### config.mk
export PLATFORM = sky130hd
export DESIGN_NAME = bct_cell
export DESIGN_NICKNAME = d
export VERILOG_FILES = /design/src/hdl/bct_pkg.sv /design/src/hdl/bct_cell.sv
export SDC_FILE = /design/constraint.sdc
export NUM_CORES = 1
export LEC_CHECK = 0
export BUFFER_PORTS_ARGS = -buffer_cell sky130_fd_sc_hd__buf_4
export CAP_MARGIN = 0
export CORE_ASPECT_RATIO = 2
export CORE_MARGIN = 3
export CORE_UTILIZATION = 30
export CTS_BUF_LIST = sky130_fd_sc_hd__clkbuf_8
export DETAILED_ROUTE_END_ITERATION = 7
export SLEW_MARGIN = 20
export SYNTH_ARGS = -nofsm -noshare
export SYNTH_HDL_FRONTEND = slang
export SYNTH_SLANG_ARGS = --single-unit
export TNS_END_PERCENT = 50
### constraint.sdc
create_clock -name i_clk -period 15.6 [get_ports i_clk]
set_input_delay 4.68 -clock i_clk [delete_from_list [all_inputs] [get_ports i_clk]]
set_output_delay 4.68 -clock i_clk [all_outputs]
set_load 0.01 [all_outputs]
### src/hdl/bct_pkg.sv
package bct_pkg;

    localparam int MAX_BOXES = 64;
    localparam int CNT_W     = $clog2(MAX_BOXES + 1);
    localparam int IDX_W     = (MAX_BOXES > 1) ? $clog2(MAX_BOXES) : 1;

    localparam logic [2:0] CMD_INSERT    = 3'd0;
    localparam logic [2:0] CMD_CLEAR     = 3'd1;
    localparam logic [2:0] CMD_POINT     = 3'd2;
    localparam logic [2:0] CMD_AREA_KIND = 3'd3;
    localparam logic [2:0] CMD_AREA_ANY  = 3'd4;
    localparam logic [2:0] CMD_BOUND     = 3'd5;

    localparam logic REG_MAP_WIDTH  = 1'b0;
    localparam logic REG_MAP_HEIGHT = 1'b1;

    localparam logic [14:0] MAP_RESET = 15'd1024;

    typedef struct packed {
        logic [2:0]         cmd;
        logic signed [15:0] pos_x;
        logic signed [15:0] pos_y;
        logic [14:0]        size_w;
        logic [14:0]        size_h;
        logic [3:0]         kind;
        logic [15:0]        entry_id;
    } t_in_pld;

    typedef struct packed {
        logic        hit;
        logic        outside_map;
        logic [3:0]  hit_kind;
        logic [15:0] hit_id;
        logic        table_full;
    } t_out_pld;

    // item as it travels down the cell chain
    typedef struct packed {
        logic [2:0]         cmd;
        logic signed [16:0] x;
        logic signed [16:0] y;
        logic signed [16:0] x_end;
        logic signed [16:0] y_end;
        logic [3:0]         kind;
        logic [15:0]        id;
        logic [CNT_W-1:0]   cnt;
        logic               hit;
        logic               outside;
        logic               full;
        logic [3:0]         hit_kind;
        logic [15:0]        hit_id;
    } t_item;

endpackage

### src/hdl/bct_cell.sv
module bct_cell (
    input  logic                      i_clk,
    input  logic                      i_rst_n,
    input  logic                      i_adv,
    input  logic [bct_pkg::IDX_W-1:0] i_idx,
    input  logic                      i_vld,
    input  bct_pkg::t_item            i_item,
    output logic                      o_vld,
    output bct_pkg::t_item            o_item
);

    logic signed [16:0] r_bx;
    logic signed [16:0] r_by;
    logic signed [16:0] r_bxe;
    logic signed [16:0] r_bye;
    logic [3:0]         r_kind;
    logic [15:0]        r_id;

    logic               r_vld;
    bct_pkg::t_item     r_item;
    bct_pkg::t_item     n_item;

    logic               used;
    logic               wr;
    logic               pt_hit;
    logic               area_hit;
    logic               match;

    assign used = (bct_pkg::CNT_W'(i_idx) < i_item.cnt);
    assign wr   = i_vld && i_adv && (i_item.cmd == bct_pkg::CMD_INSERT) && !i_item.full
               && (i_item.cnt[bct_pkg::IDX_W-1:0] == i_idx);

    assign pt_hit = (i_item.x >= r_bx) && (i_item.x <= r_bxe)
                 && (i_item.y >= r_by) && (i_item.y <= r_bye);

    assign area_hit = (r_bx <= i_item.x_end) && (r_bxe >= i_item.x)
                   && (r_by <= i_item.y_end) && (r_bye >= i_item.y);

    always_comb begin
        case (i_item.cmd)
            bct_pkg::CMD_POINT:     match = pt_hit;
            bct_pkg::CMD_AREA_ANY:  match = area_hit;
            bct_pkg::CMD_AREA_KIND: match = area_hit && (r_kind == i_item.kind);
            default:                match = 1'b0;
        endcase
    end

    always_comb begin
        n_item = i_item;
        if (used && !i_item.hit && match) begin
            n_item.hit      = 1'b1;
            n_item.hit_kind = r_kind;
            n_item.hit_id   = r_id;
        end
    end

    always_ff @(posedge i_clk) begin
        if (!i_rst_n) begin
            r_vld <= 1'b0;
        end else if (i_adv) begin
            r_vld <= i_vld;
        end
    end

    always_ff @(posedge i_clk) begin
        if (i_adv) r_item <= n_item;
        if (wr) begin
            r_bx   <= i_item.x;
            r_by   <= i_item.y;
            r_bxe  <= i_item.x_end;
            r_bye  <= i_item.y_end;
            r_kind <= i_item.kind;
            r_id   <= i_item.id;
        end
    end

    assign o_vld  = r_vld;
    assign o_item = r_item;

endmodule

==> Yosys cells after proc, flatten, opt, wreduce, memory -nomap -nowiden <==
Cells that the tools add are included.
{ "word_totals": {"regBits": 210, "inputBits": 131} }
{ "op_classes": {"n_reduce_logical": 16, "muxes": 2, "eq_ne": 5, "magnitude_cmp": 9} }
{ "ops": {"columns": ["cell", "n"], "rows": [
  ["$ge 17x17->1", 4],
  ["$le 17x17->1", 4],
  ["$mux 20", 1],
  ["$logic_and 1x1->1", 13],
  ["$lt 6x7->1", 1],
  ["$eq 3x2->1 const B", 2],
  ["$eq 6x6->1", 1],
  ["$eq 4x4->1", 1],
  ["$eq 3x3->1 const B", 1],
  ["$logic_not 3->1", 1],
  ["$pmux 1 s3", 1],
  ["$logic_not 1->1", 2]
]} }

==> Longest topological paths before layout <==
{ "logic_depth": {"ltp_word": 8, "depth_mapped": 11, "depth_no_buf": 10} }

==> Worst setup path after synthesis <==
OpenSTA, ideal clock, no wires.
{ "synth_timing": {"kind": "input to register", "start": "input port i_item[28] in the netlist's numbering", "end": "register r_bx[0], enable pin", "setup_time_ps": 751, "cell_stages": 4, "arrival_time_ps": 13514, "setup_slack_ps": 1335, "path_cell_list": "inv_1 ha_1 nand2_1 nor4_1"} }
{ "synth_via": {"elab_chain_cells": 2} }
{ "synth_lines": {"columns": ["element", "line", "source"], "rows": [
  ["start, declared", "bct_cell.sv:7", "input bct_pkg::t_item i_item,"],
  ["$eq 6x6->1", "bct_cell.sv:31", "&& (i_item.cnt[bct_pkg::IDX_W-1:0] == i_idx);"],
  ["$logic_and 1x1->1", "bct_cell.sv:31", null],
  ["via wr", "bct_cell.sv:24", "logic wr;"],
  ["end signal, assigned", "bct_cell.sv:68", "r_bx <= i_item.x;"],
  ["end, declared", "bct_cell.sv:12", "logic signed [16:0] r_bx;"]
]} }
The timed path passes the listed nets, and every way through them passes these cells.
A chain may end at the register's enable or synchronous reset.

==> impl_results.md <==
* Outcome: completed
* Maximum level of the CTS H-tree at 2
* Count of different cell masters after synthesis at 36
* Post-synthesis sequential area ratio at 0.668
* CTS-repair resized insts at 0
* Static leakage at approximately 5.5 nW
* Inserted Clock Buffers at 34
* Warning count from the yosys run at 0
* Detail-routed via count per cell at roughly 4.4
* Area of the multi-input gates at 2690 sq um
* Crit-path max FO at 21
* Clock Skews at about 0.033 ns
* Top cells by area, synth: sky130_fd_sc_hd__edfxtp_1 (67%), sky130_fd_sc_hd__ha_1 (14%), sky130_fd_sc_hd__inv_1 (4.7%), sky130_fd_sc_hd__mux2_4 (3.0%), sky130_fd_sc_hd__a21oi_1 (1.8%)
* Layout net count at approximately 1200
* Post-synth top flop: sky130_fd_sc_hd__edfxtp_1
* Achievable frequency at ~0.14 GHz
* Overall power of the completed layout at 1.27 mW
* Port Buf Inserts at 252
* Overall die height at around 260 um
* Asr flop ratio synth at 0
* Hold violation total from the final report at 0
* Synth-to-layout area growth at 32.8%
* Critical Path AT at approximately 7.6 ns
* Fin crit period at approximately 7.3 ns
* Top-level port count at about 250
* Startpoint type of the worst setup path: input pin
* Clock transition at the registers of the reported paths at 0.06 ns
* Rel. slew slack at 0.287
* Die footprint at ~34000 sq um
* Final Util at 0.404
* Placed wire-length estimate after detailed placement at about 19000 um
* Kind of end point of the critical path: flip-flop
* Clk Latency, worst-skew pair at 0.54 ns
* Placed instance count at 1313
* RSZ-0062 raised after global routing: no
* Reg area at 6300 sq um
* Residual DRC count at 0
* Worst slew pin tran at approximately 1.1 ns
* Cell types with the highest counts after synthesis: sky130_fd_sc_hd__edfxtp_1 (209), sky130_fd_sc_hd__inv_1 (117), sky130_fd_sc_hd__ha_1 (108)
* Post-CTS setup buffer count at 0
* Die width at between 100 and 150 um
* Number of cell rows at 91
* Hold_buf cts at 0
* Peak VDD IR at 0.0552 mV
* Final sum of negative setup slack at 0 ns
* Average wire per cell in the routed design at 18.4 um
* Synth Instances at roughly 640
* Library cell used as clock root buffer: sky130_fd_sc_hd__clkbuf_8
* Number of clock sinks at 210
* Wire length of the first global-routing pass at about 38000 um
* Number of enable-type register cells in the synthesized netlist at 209
* Antenna viol nets, final at 0
* Clock tree buffer depth at 3
* Initial antenna violation count at 1
* Total of flip-flops plus latches after synthesis at 210
* Power density cells at 102 nW/um^2
* Worst endpoint required time at between 15 and 20 ns
* Number of global-route vias before repair at between 6000 and 7000
* Max capacitance violation total at 0
* Worst Hold Margin at 0.486 ns
* CORE AREA at slightly above 30000 sq um
* Final period util at 0.468
* Avg Synthesized Cell Area at approximately 15 sq um
* Fraction of synthesized cell area taken by the top area cell type at 0.666
* Worst setup path class: input pin to flip-flop
* GR Util All Layers at 0.148
* Share of layout cells above drive strength 1 at 0.338
* Layout Cells excl Fill at 1371
* GPL Wtd Cong at 0.756
* Overall routed net length at 25200 um
* Via count of the routed design at approximately 6100
* Final Setup Violations at 0
* Cell taking the most area after synthesis: sky130_fd_sc_hd__edfxtp_1
* GR Overflow Total at 0
* Largest net degree at the start of global routing at 64
* Synthesized net count at about 900
* Starting Density at 0.305
* Class of the worst hold path: flip-flop to flip-flop
* Cell Area, Synth at ~9400 sq um
* Number of optimization iterations in the first detailed-route pass at 4
* Most repeated cell in the gate-level netlist after synthesis: sky130_fd_sc_hd__edfxtp_1
* 1st-iter DRT viols at roughly 220
* Clock tree from TritonCTS: built
* Layout filler cell count at roughly 3000
* Max-slew violations at 0
-- sequential cells by signal, summed over array words and instances (netlist names) --
| register | flops |
|---|---|
| r_bx | 17 |
| o_item | 121 |
| r_bxe | 17 |
| r_bye | 17 |
| o_vld | 1 |
| r_id | 16 |
| r_kind | 4 |
| r_by | 17 |
-- worst max-delay path: stages --
cell	delay (ns)
sky130_fd_sc_hd__buf_4	0.10
sky130_fd_sc_hd__inv_1	0.04
sky130_fd_sc_hd__ha_1	0.30
sky130_fd_sc_hd__a21o_1	0.18
sky130_fd_sc_hd__nand3_1	0.08
sky130_fd_sc_hd__a21oi_1	0.07
sky130_fd_sc_hd__a2111oi_0	0.69
sky130_fd_sc_hd__a21oi_2	0.18
sky130_fd_sc_hd__o221ai_4	0.85
sky130_fd_sc_hd__mux2_1	0.38
-- placed cells by master (no fill, tap or decap), types with 2 or more instances in the layout --
cell type | Yosys | routed
sky130_fd_sc_hd__edfxtp_1 | 209 | 209
sky130_fd_sc_hd__a21oi_1 | 33 | 33
sky130_fd_sc_hd__xor2_1 | 3 | 3
sky130_fd_sc_hd__o22ai_1 | 2 | 2
sky130_fd_sc_hd__buf_4 | 0 | 254
sky130_fd_sc_hd__nand4_1 | 18 | 18
sky130_fd_sc_hd__mux2_4 | 19 | 19
sky130_fd_sc_hd__o21ai_1 | 6 | 6
sky130_fd_sc_hd__nand3_1 | 20 | 20
sky130_fd_sc_hd__nor3_1 | 9 | 9
sky130_fd_sc_hd__a31oi_1 | 3 | 3
sky130_fd_sc_hd__ha_1 | 108 | 108
sky130_fd_sc_hd__clkbuf_8 | 0 | 34
sky130_fd_sc_hd__o21ai_0 | 7 | 7
sky130_fd_sc_hd__a211oi_1 | 11 | 11
sky130_fd_sc_hd__inv_1 | 117 | 124
sky130_fd_sc_hd__bufinv_16 | 0 | 3
sky130_fd_sc_hd__nor2b_1 | 3 | 3
sky130_fd_sc_hd__nand2b_1 | 4 | 4
sky130_fd_sc_hd__o211ai_1 | 4 | 4
sky130_fd_sc_hd__a211o_1 | 2 | 2
sky130_fd_sc_hd__clkinvlp_4 | 0 | 3
sky130_fd_sc_hd__a21o_1 | 6 | 6
sky130_fd_sc_hd__clkinv_2 | 0 | 3
sky130_fd_sc_hd__nand2_1 | 17 | 17
sky130_fd_sc_hd__nor2_1 | 25 | 25
sky130_fd_sc_hd__clkinv_1 | 0 | 6
-- area by class of cell --
| cell class | count | area share |
|---|---|---|
| antenna | 1 | 0.000200 |
| clock buffer | 34 | 0.0374 |
| timing repair buffer | 255 | 0.153 |
| tap | 418 | 0.0418 |
| clock inverter | 23 | 0.0148 |
| inverter | 117 | 0.0351 |
| sequential | 210 | 0.503 |
| multi-input combinational | 313 | 0.215 |
-- logic make-up (layout without fill, tap and decap cells) --
family,after synthesis,count (layout),share of synthesized area
simple gates,100,100,0.0517
fa+ha+maj,108,108,0.143
buf+inv,119,429,0.0490
xor+xnor,4,4,0.00372
compound gates,81,81,0.0532
flops,210,210,0.668
mux,20,20,0.0314
other cells,0,1,0
-- where the power goes --
part	internal, mW	total [mW]	switching (mW)
sequential	0.648	0.655	0.00684
combinational	0.0683	0.136	0.0676
clock	0.254	0.481	0.226
-- layer usage --
layer / GRT usage / up-vias / routed length, um
met5: 0 / - / 0
met4: 0.0754 / 0 / 1090
met3: 0.0281 / 58 / 1110
met2: 0.301 / 182 / 14700
met1: 0.135 / 2921 / 8250
li1: - / 2935 / -
-- worst paths after layout --
path / start / to / slack, ns / depth (start not counted)
setup / recovery: i_item[90] / o_item[19] / 8.31 / 10
hold / removal: o_vld / o_vld / 0.49 / 2
setup reg to reg: r_bye[6] / o_item[19] / 12.20 / 8
hold reg to reg: o_vld / o_vld / 0.49 / 2
-- through the flow --
step	setup WS (ns)	cell area (sq um)
global route	8.15	12500
finish	8.31	12500
global placement	7.67	11900
detailed placement	7.63	11900
floorplan	1.34	9430
CTS	8.23	12500
Note: power is estimated with default switching activity, not from simulation.
