**src/hdl/bct_pkg.sv**
```systemverilog
package bct_pkg;

    localparam int MAX_BOXES = 64;
    localparam int CNT_W     = $clog2(MAX_BOXES + 1);
    localparam int IDX_W     = (MAX_BOXES > 1) ? $clog2(MAX_BOXES) : 1;

    localparam logic [2:0] CMD_INSERT    = 3'd0;
    localparam logic [2:0] CMD_CLEAR     = 3'd1;
    localparam logic [2:0] CMD_POINT     = 3'd2;
    localparam logic [2:0] CMD_AREA_KIND = 3'd3;
    localparam logic [2:0] CMD_AREA_ANY  = 3'd4;
    localparam logic [2:0] CMD_BOUND     = 3'd5;

    localparam logic REG_MAP_WIDTH  = 1'b0;
    localparam logic REG_MAP_HEIGHT = 1'b1;

    localparam logic [14:0] MAP_RESET = 15'd1024;

    typedef struct packed {
        logic [2:0]         cmd;
        logic signed [15:0] pos_x;
        logic signed [15:0] pos_y;
        logic [14:0]        size_w;
        logic [14:0]        size_h;
        logic [3:0]         kind;
        logic [15:0]        entry_id;
    } t_in_pld;

    typedef struct packed {
        logic        hit;
        logic        outside_map;
        logic [3:0]  hit_kind;
        logic [15:0] hit_id;
        logic        table_full;
    } t_out_pld;

    // item as it travels down the cell chain
    typedef struct packed {
        logic [2:0]         cmd;
        logic signed [16:0] x;
        logic signed [16:0] y;
        logic signed [16:0] x_end;
        logic signed [16:0] y_end;
        logic [3:0]         kind;
        logic [15:0]        id;
        logic [CNT_W-1:0]   cnt;
        logic               hit;
        logic               outside;
        logic               full;
        logic [3:0]         hit_kind;
        logic [15:0]        hit_id;
    } t_item;

endpackage

```
**src/hdl/bct_front.sv**
```systemverilog
module bct_front (
    input  logic             i_clk,
    input  logic             i_rst_n,
    input  logic             i_valid,
    input  bct_pkg::t_in_pld i_pld,
    input  logic             i_adv,
    input  logic             i_cfg_we,
    input  logic             i_cfg_idx,
    input  logic [14:0]      i_cfg_data,
    output logic             o_vld,
    output bct_pkg::t_item   o_item
);

    logic [14:0]               r_map_w;
    logic [14:0]               r_map_h;
    logic [bct_pkg::CNT_W-1:0] r_cnt;
    logic [bct_pkg::CNT_W-1:0] n_cnt;
    logic                      r_vld;
    bct_pkg::t_item            r_item;
    bct_pkg::t_item            n_item;

    logic                      xfer;
    logic                      is_full;
    logic signed [16:0]        x17;
    logic signed [16:0]        y17;
    logic signed [16:0]        xe17;
    logic signed [16:0]        ye17;
    logic                      outside;
    logic                      bound;

    assign xfer    = i_valid && i_adv;
    assign is_full = (r_cnt == bct_pkg::CNT_W'(bct_pkg::MAX_BOXES));
    assign x17     = {i_pld.pos_x[15], i_pld.pos_x};
    assign y17     = {i_pld.pos_y[15], i_pld.pos_y};
    assign xe17    = x17 + $signed({2'b00, i_pld.size_w});
    assign ye17    = y17 + $signed({2'b00, i_pld.size_h});

    assign outside = (x17 < 17'sd0) || (x17 >= $signed({2'b00, r_map_w}))
                  || (y17 < 17'sd0) || (y17 >= $signed({2'b00, r_map_h}));

    assign bound = (y17 <= 17'sd0) || (x17 <= 17'sd0)
                || ($signed({ye17[16], ye17}) >= ($signed({3'b000, r_map_h}) - 18'sd1))
                || ($signed({xe17[16], xe17}) >= ($signed({3'b000, r_map_w}) - 18'sd1));

    always_comb begin
        n_item          = '0;
        n_item.cmd      = i_pld.cmd;
        n_item.x        = x17;
        n_item.y        = y17;
        n_item.x_end    = xe17;
        n_item.y_end    = ye17;
        n_item.kind     = i_pld.kind;
        n_item.id       = i_pld.entry_id;
        n_item.cnt      = r_cnt;
        n_item.full     = (i_pld.cmd == bct_pkg::CMD_INSERT) && is_full;
        n_item.outside  = (i_pld.cmd == bct_pkg::CMD_POINT) && outside;
        n_item.hit      = n_item.outside || ((i_pld.cmd == bct_pkg::CMD_BOUND) && bound);
    end

    always_comb begin
        n_cnt = r_cnt;
        if (xfer) begin
            case (i_pld.cmd)
                bct_pkg::CMD_INSERT: if (!is_full) n_cnt = r_cnt + 1'b1;
                bct_pkg::CMD_CLEAR:  n_cnt = '0;
                default:             n_cnt = r_cnt;
            endcase
        end
    end

    always_ff @(posedge i_clk) begin
        if (!i_rst_n) begin
            r_map_w <= bct_pkg::MAP_RESET;
            r_map_h <= bct_pkg::MAP_RESET;
            r_cnt   <= '0;
            r_vld   <= 1'b0;
        end else begin
            if (i_cfg_we) begin
                unique case (i_cfg_idx)
                    bct_pkg::REG_MAP_WIDTH:  r_map_w <= i_cfg_data;
                    bct_pkg::REG_MAP_HEIGHT: r_map_h <= i_cfg_data;
                    default:                 r_map_w <= r_map_w;
                endcase
            end
            r_cnt <= n_cnt;
            if (i_adv) r_vld <= i_valid;
        end
    end

    always_ff @(posedge i_clk) begin
        if (i_adv) r_item <= n_item;
    end

    assign o_vld  = r_vld;
    assign o_item = r_item;

    a_cnt_range: assert property (@(posedge i_clk) disable iff (!i_rst_n)
        r_cnt <= bct_pkg::CNT_W'(bct_pkg::MAX_BOXES))
        else $error("box count beyond table depth");

    a_cnt_inc: assert property (@(posedge i_clk) disable iff (!i_rst_n)
        xfer && (i_pld.cmd == bct_pkg::CMD_INSERT) && !is_full
        |=> r_cnt == $past(r_cnt) + 1'b1)
        else $error("insert did not advance count");

    a_full_nohit: assert property (@(posedge i_clk) disable iff (!i_rst_n)
        r_vld && r_item.full |-> !r_item.hit && (r_item.cmd == bct_pkg::CMD_INSERT))
        else $error("full flag on non-insert or with hit");

endmodule

```
**config.mk**
```make
export PLATFORM = sky130hd
export DESIGN_NAME = bct_front
export DESIGN_NICKNAME = d
export VERILOG_FILES = /design/src/hdl/bct_pkg.sv /design/src/hdl/bct_front.sv
export SDC_FILE = /design/constraint.sdc
export NUM_CORES = 1
export LEC_CHECK = 0
export ABC_CLOCK_PERIOD_IN_PS = 9900
export BUFFER_PORTS_ARGS = -buffer_cell sky130_fd_sc_hd__buf_2
export CAP_MARGIN = 5
export CORE_ASPECT_RATIO = 0.6
export CORE_MARGIN = 5
export CORE_UTILIZATION = 55
export DETAILED_ROUTE_END_ITERATION = 10
export GPL_ROUTABILITY_DRIVEN = 0
export PLACE_DENSITY = 0.84
export SYNTH_ARGS = -nofsm -noshare
export SYNTH_HDL_FRONTEND = slang
export SYNTH_SLANG_ARGS = --single-unit
```
**constraint.sdc**
```tcl
create_clock -name i_clk -period 9.9 [get_ports i_clk]
set_input_delay 0.99 -clock i_clk [delete_from_list [all_inputs] [get_ports i_clk]]
set_output_delay 0.99 -clock i_clk [all_outputs]
set_load 0.05 [all_outputs]
```
Word-level counts from Yosys, hierarchy flattened

Index checks and enable logic that the tools add are counted.
Widths: inputs -> output; s select.

Register bits: 137
Output and inout port bits: 122
Logic and storage cells: 52

Add/subtract/negate cells: 5
$lt $le $gt $ge: 8
Equal/unequal tests: 5
Mux-type cells: 2
Bitwise operators: 1
Reductions and logical operators: 16

Operators with widths:

| cell                  | number |
|---|---|
| $add 16x16->17        | 2 |
| $ge 17x16->1          | 2 |
| $ge 16x16->1          | 2 |
| $le 16x1->1 const B   | 2 |
| $lt 16x1->1 const B   | 2 |
| $sub 15x1->16 const B | 2 |
| $pmux 7 s2            | 1 |
| $add 7x1->7 const B   | 1 |
| $eq 7x7->1 const B    | 1 |
| $logic_or 1x1->1      | 7 |
| $mux 7                | 1 |
| $logic_and 1x1->1     | 4 |
| $reduce_and 2->1      | 2 |
| $eq 3x1->1 const B    | 1 |
| $eq 3x2->1 const B    | 1 |
| $eq 3x3->1 const B    | 1 |
| $logic_not 3->1       | 1 |
| $reduce_and 3->1      | 1 |
| $ne 2x2->1 const B    | 1 |
| $reduce_bool 2->1     | 1 |
| $not 1->1             | 1 |

Depth between registers and ports, before layout

Depth after elaboration: 6
Gate-level depth with buffers: 17
Mapped depth without buffers: 17

Worst setup path before layout

OpenSTA, ideal clock, no wires.

Path kind: input port to flip-flop
Start point: input i_pld[35] (netlist bit)
End point: register r_item (netlist bit o_item[22]), data pin
Setup time: 158 ps
Arrival: 4244 ps
Slack: 5498 ps
Stages on the path: 16
Cell sequence: ha_1 -> fa_1 -> a21o_1 -> a21oi_1 -> o21ai_1 -> a31oi_1 -> o21ai_1 -> o21a_1 -> o32a_1 -> ha_1 -> nand3_1 -> or3_1 -> a211oi_1 -> o32a_1 -> nor2_1 -> o211ai_1

RTL lines:

| what                 | line            | RTL |
|---|---|---|
| start, declared      | bct_front.sv:5  | `input bct_pkg::t_in_pld i_pld,` |
| end signal, assigned | bct_front.sv:91 | `if (i_adv) r_item <= n_item;` |
| end, declared        | bct_front.sv:19 | `bct_pkg::t_item r_item;` |

==> flow_summary.json <==
{
  "routed_via_density": 5.372,
  "hold_path_end": "r_map_w[8]$_SDFFE_PN0P_",
  "grt-ovfl-total": 0,
  "synth_top_flop_cell": "edfxtp_1",
  "dieHeight_um": 103.2,
  "p_int_w": 0.001278,
  "final_cells": 1177,
  "cts_hold_buf": 0,
  "cts_tree": "yes",
  "drv_slew": 0,
  "clock_path_buffers": 2,
  "min_from": "r_map_w[8]$_SDFFE_PN0P_",
  "crit_chain": "buf_2 > ha_1 > fa_1 > a21o_1 > a21oi_1 > o21ai_1 > a31oi_1 > o21ai_1 > o21a_1 > o32a_1 > ha_1 > nand3_1 > or3_1 > a211oi_1 > o32a_1 > nor2_1 > o211ai_1",
  "ctsResizeCount": 0,
  "wl_um": 20140,
  "maxCapViolCount": 0,
  "power_density_nw_per_um2": 194.3,
  "cellLeakagePower_nw": 4.257,
  "crit_family": "compound AO/OA/AOI/OAI gates",
  "first_pass_iters": 4,
  "grt_pass1_vias": 5939,
  "worstHoldPathCells": 2,
  "p_sw_w": 0.0006219,
  "nNetsFinal": 1168,
  "final_antenna_net_count": 0,
  "die_x_um": 165.3,
  "design.core.area_um2": 14340,
  "ctsRootBufferMaster": "clkbuf_16",
  "hold_viol": 0,
  "insertion_delay_ns": 0.41,
  "synthArstFlopShare_pct": 0,
  "cp.arrival_ns": 4.85,
  "post-route-drc-count": 0,
  "dpl.cell_count": 1141,
  "postSynthAreaPerCell_um2": 10.64,
  "dieArea_um2": 17050,
  "cts_made_buffers": 17,
  "wl_per_cell_um": 17.11,
  "grt_pass1_wl_um": 30710,
  "synth-warning-count": 0,
  "cp_max_fo": 4,
  "timing.final.crit_period_ns": 4.602,
  "crit_type": "primary input to flip-flop",
  "grt.total_usage_pct": 23.46,
  "endpoint_kind": "flip-flop",
  "antenna_found_initial": 6,
  "io-pin-count": 228,
  "cts_setup_buffers": 0,
  "final-setup-viol-count": 0,
  "max_slew.worst_pin.slew_ns": 1.007,
  "rsz0062_at_grt": "false",
  "dpl.hpwl_um": 15890,
  "cp_slowest_cell": "or3_1",
  "slew_headroom_pct": 32.73,
  "start_util_pct": 55.49,
  "required_ns": 10.15,
  "period_share_pct": 46.48,
  "fmax_mhz": 217.3,
  "finClkSkew_ns": 0.005519,
  "port_buffers": 207,
  "vias": 6323,
  "critPathMaxStageDelay_ns": 0.43,
  "fin_setup_tns_ns": 0,
  "cts.clk_slew.worst_paths_ns": 0.06,
  "rr_endpoint": "o_item[22]$_DFFE_PP_",
  "synthCells": 748,
  "clockPowerShare_pct": 36.7,
  "final_util_pct": 68.21,
  "r2r_cells": 13,
  "rrSetupSlack_ns": 6.31,
  "rows": 34,
  "area_growth_pct": 22.92,
  "num-fill-cells": 1138,
  "grt_max_degree": 60,
  "drive_gt1_share_pct": 25.03,
  "power_frac_comb_pct": 27.1,
  "synth_edf_count": 99,
  "worstReg2RegStart": "r_map_w[2]$_SDFFE_PN0P_",
  "path_buf_inv": 1,
  "fin_ws_ns": 5.298,
  "netlist_area_um2": 7955,
  "cts_max_level": 4,
  "pre_cts_ws_ns": 5.006,
  "switching_share_pct": 32.73,
  "synth-seq-cells": 137,
  "start_kind": "primary input",
  "status": "completed",
  "ys_seq_area_share_pct": 46.93,
  "seqPwrFrac_pct": 36.3,
  "cts_sinks": 137,
  "drtIter0Drc": 350,
  "ys_types": 59,
  "max-vdd-ir-drop_mv": 0.1120,
  "hp-class": "flip-flop to flip-flop"
}
-- layout make-up --
| type | count | area (µm²) | share of cell area [%] |
|---|---|---|---|
| Sequential cell | 137 | 3734 | 38.18 |
| Clock buffer | 17 | 425.4 | 4.351 |
| Multi-Input combinational cell | 546 | 3895 | 39.83 |
| Tap cell | 198 | 247.7 | 2.534 |
| Clock inverter | 15 | 225.2 | 2.303 |
| Inverter | 52 | 195.2 | 1.996 |
| Antenna cell | 4 | 10.01 | 0.1024 |
| Timing Repair Buffer | 208 | 1046 | 10.70 |
-- cells by family after synthesis --
group           Yosys count  share of synthesized area, %
simple gates            222                         13.35
compound gates          155                         13.35
flops                   137                         46.93
fa+ha+maj               100                         15.92
buf+inv                  84                         5.002
xor+xnor                 49                         5.395
other cells               1                       0.04714
-- power groups by stage --
stage | Combinational, W | Sequential, W | Clock [W]
detailed placement | 0.000508 | 0.000700 | 0
global route | 0.000558 | 0.000693 | 0.000742
finish | 0.000515 | 0.000689 | 0.000696
CTS | 0.000512 | 0.000689 | 0.000708
global placement | 0.000499 | 0.000699 | 0
floorplan | 0.000232 | 0.000847 | 0
-- placed cells by master (no fill, tap or decap), drive strengths merged, types with 6 or more instances in the layout --
cell type,n
nand3,13
nand2,84
clkinv,8
nor4,11
nand2b,6
a21boi,30
xnor2,41
buf,208
o21ai,27
nor2b,9
inv,53
nor3,13
a21oi,33
a31oi,10
edfxtp,99
nor2,45
a21o,16
dfxtp,38
conb,20
ha,98
clkbuf,17
xor2,8
and3,8
nand4,13
a211oi,9
-- cell usage after synthesis (all sizes together), types with 2 or more instances --
| cell type | instances | area, µm² |
|---|---|---|
| o32a | 2 | 20.02 |
| inv | 52 | 195.2 |
| fa | 2 | 40.04 |
| nand2b | 6 | 37.54 |
| nor3 | 13 | 65.06 |
| nor2 | 45 | 168.9 |
| a21oi | 33 | 165.2 |
| o211ai | 3 | 22.52 |
| nor4 | 11 | 68.82 |
| and3b | 2 | 17.52 |
| nor4b | 2 | 17.52 |
| nand4 | 13 | 81.33 |
| o21a | 5 | 37.54 |
| or3 | 4 | 25.02 |
| nand3b | 3 | 22.52 |
| xnor2 | 41 | 359.1 |
| nor3b | 2 | 15.01 |
| o31ai | 2 | 15.01 |
| nand2 | 84 | 315.3 |
| a31oi | 10 | 62.56 |
| a21boi | 30 | 225.2 |
| buf | 22 | 165.2 |
| o21ai | 27 | 138.9 |
| o21bai | 2 | 15.01 |
| a2111oi | 3 | 45.05 |
| xor2 | 8 | 70.07 |
| nor2b | 9 | 56.30 |
| o2111ai | 2 | 17.52 |
| clkbuf | 10 | 37.54 |
| a21o | 16 | 120.1 |
| and2 | 2 | 12.51 |
| dfxtp | 38 | 760.7 |
| edfxtp | 99 | 2973 |
| ha | 98 | 1226 |
| nand3 | 13 | 65.06 |
| and3 | 8 | 50.05 |
| a211oi | 9 | 72.57 |
-- tightest hold or removal path, delay by kind of cell (launching register included) --
family           cells  cell delay, ns
AO/OA/AOI/OAI        1            0.05
flip-flops           1            0.31
AND/OR/NAND/NOR      1            0.05
-- registers in the layout, indices dropped and copies added (netlist names) --
name and flops:
r_map_w 15, o_item 99, r_cnt 7, r_map_h 15, o_vld 1
-- metrics by stage --
step	hold slack, ns	cell area (µm²)	total power [W]
4_1_cts	0.4622	9768	0.001910
6_report	0.4653	9778	0.001900
2_1_floorplan	0.4351	8026	0.001079
3_5_place_dp	0.4543	9117	0.001208
5_1_grt	0.4982	9768	0.001993
3_3_place_gp	0.4524	9117	0.001198
-- how the worst max path moves through the flow --
stage | startpoint | end | slack [ns] | depth (start not counted)
finish | i_pld[66] | o_item[22]$_DFFE_PP_ | 5.30 | 17
global placement | i_pld[66] | o_item[22]$_DFFE_PP_ | 5.10 | 17
detailed placement | i_pld[66] | o_item[22]$_DFFE_PP_ | 5.01 | 17
global route | i_pld[66] | o_item[22]$_DFFE_PP_ | 5.10 | 17
floorplan | i_pld[35] | o_item[22]$_DFFE_PP_ | 5.50 | 16
CTS | i_pld[66] | o_item[22]$_DFFE_PP_ | 5.36 | 17
-- layer usage --
metal  part of all wire, %  GRT usage [%]  vias to the layer above
li1                      -              -                     3127
met1                    48          33.98                     2912
met2                    39          32.05                      247
met4                   1.2          6.709                        8
met5                  0.26              0                        -
met3                    11          9.748                       29
(Power assumes the default switching activity.)
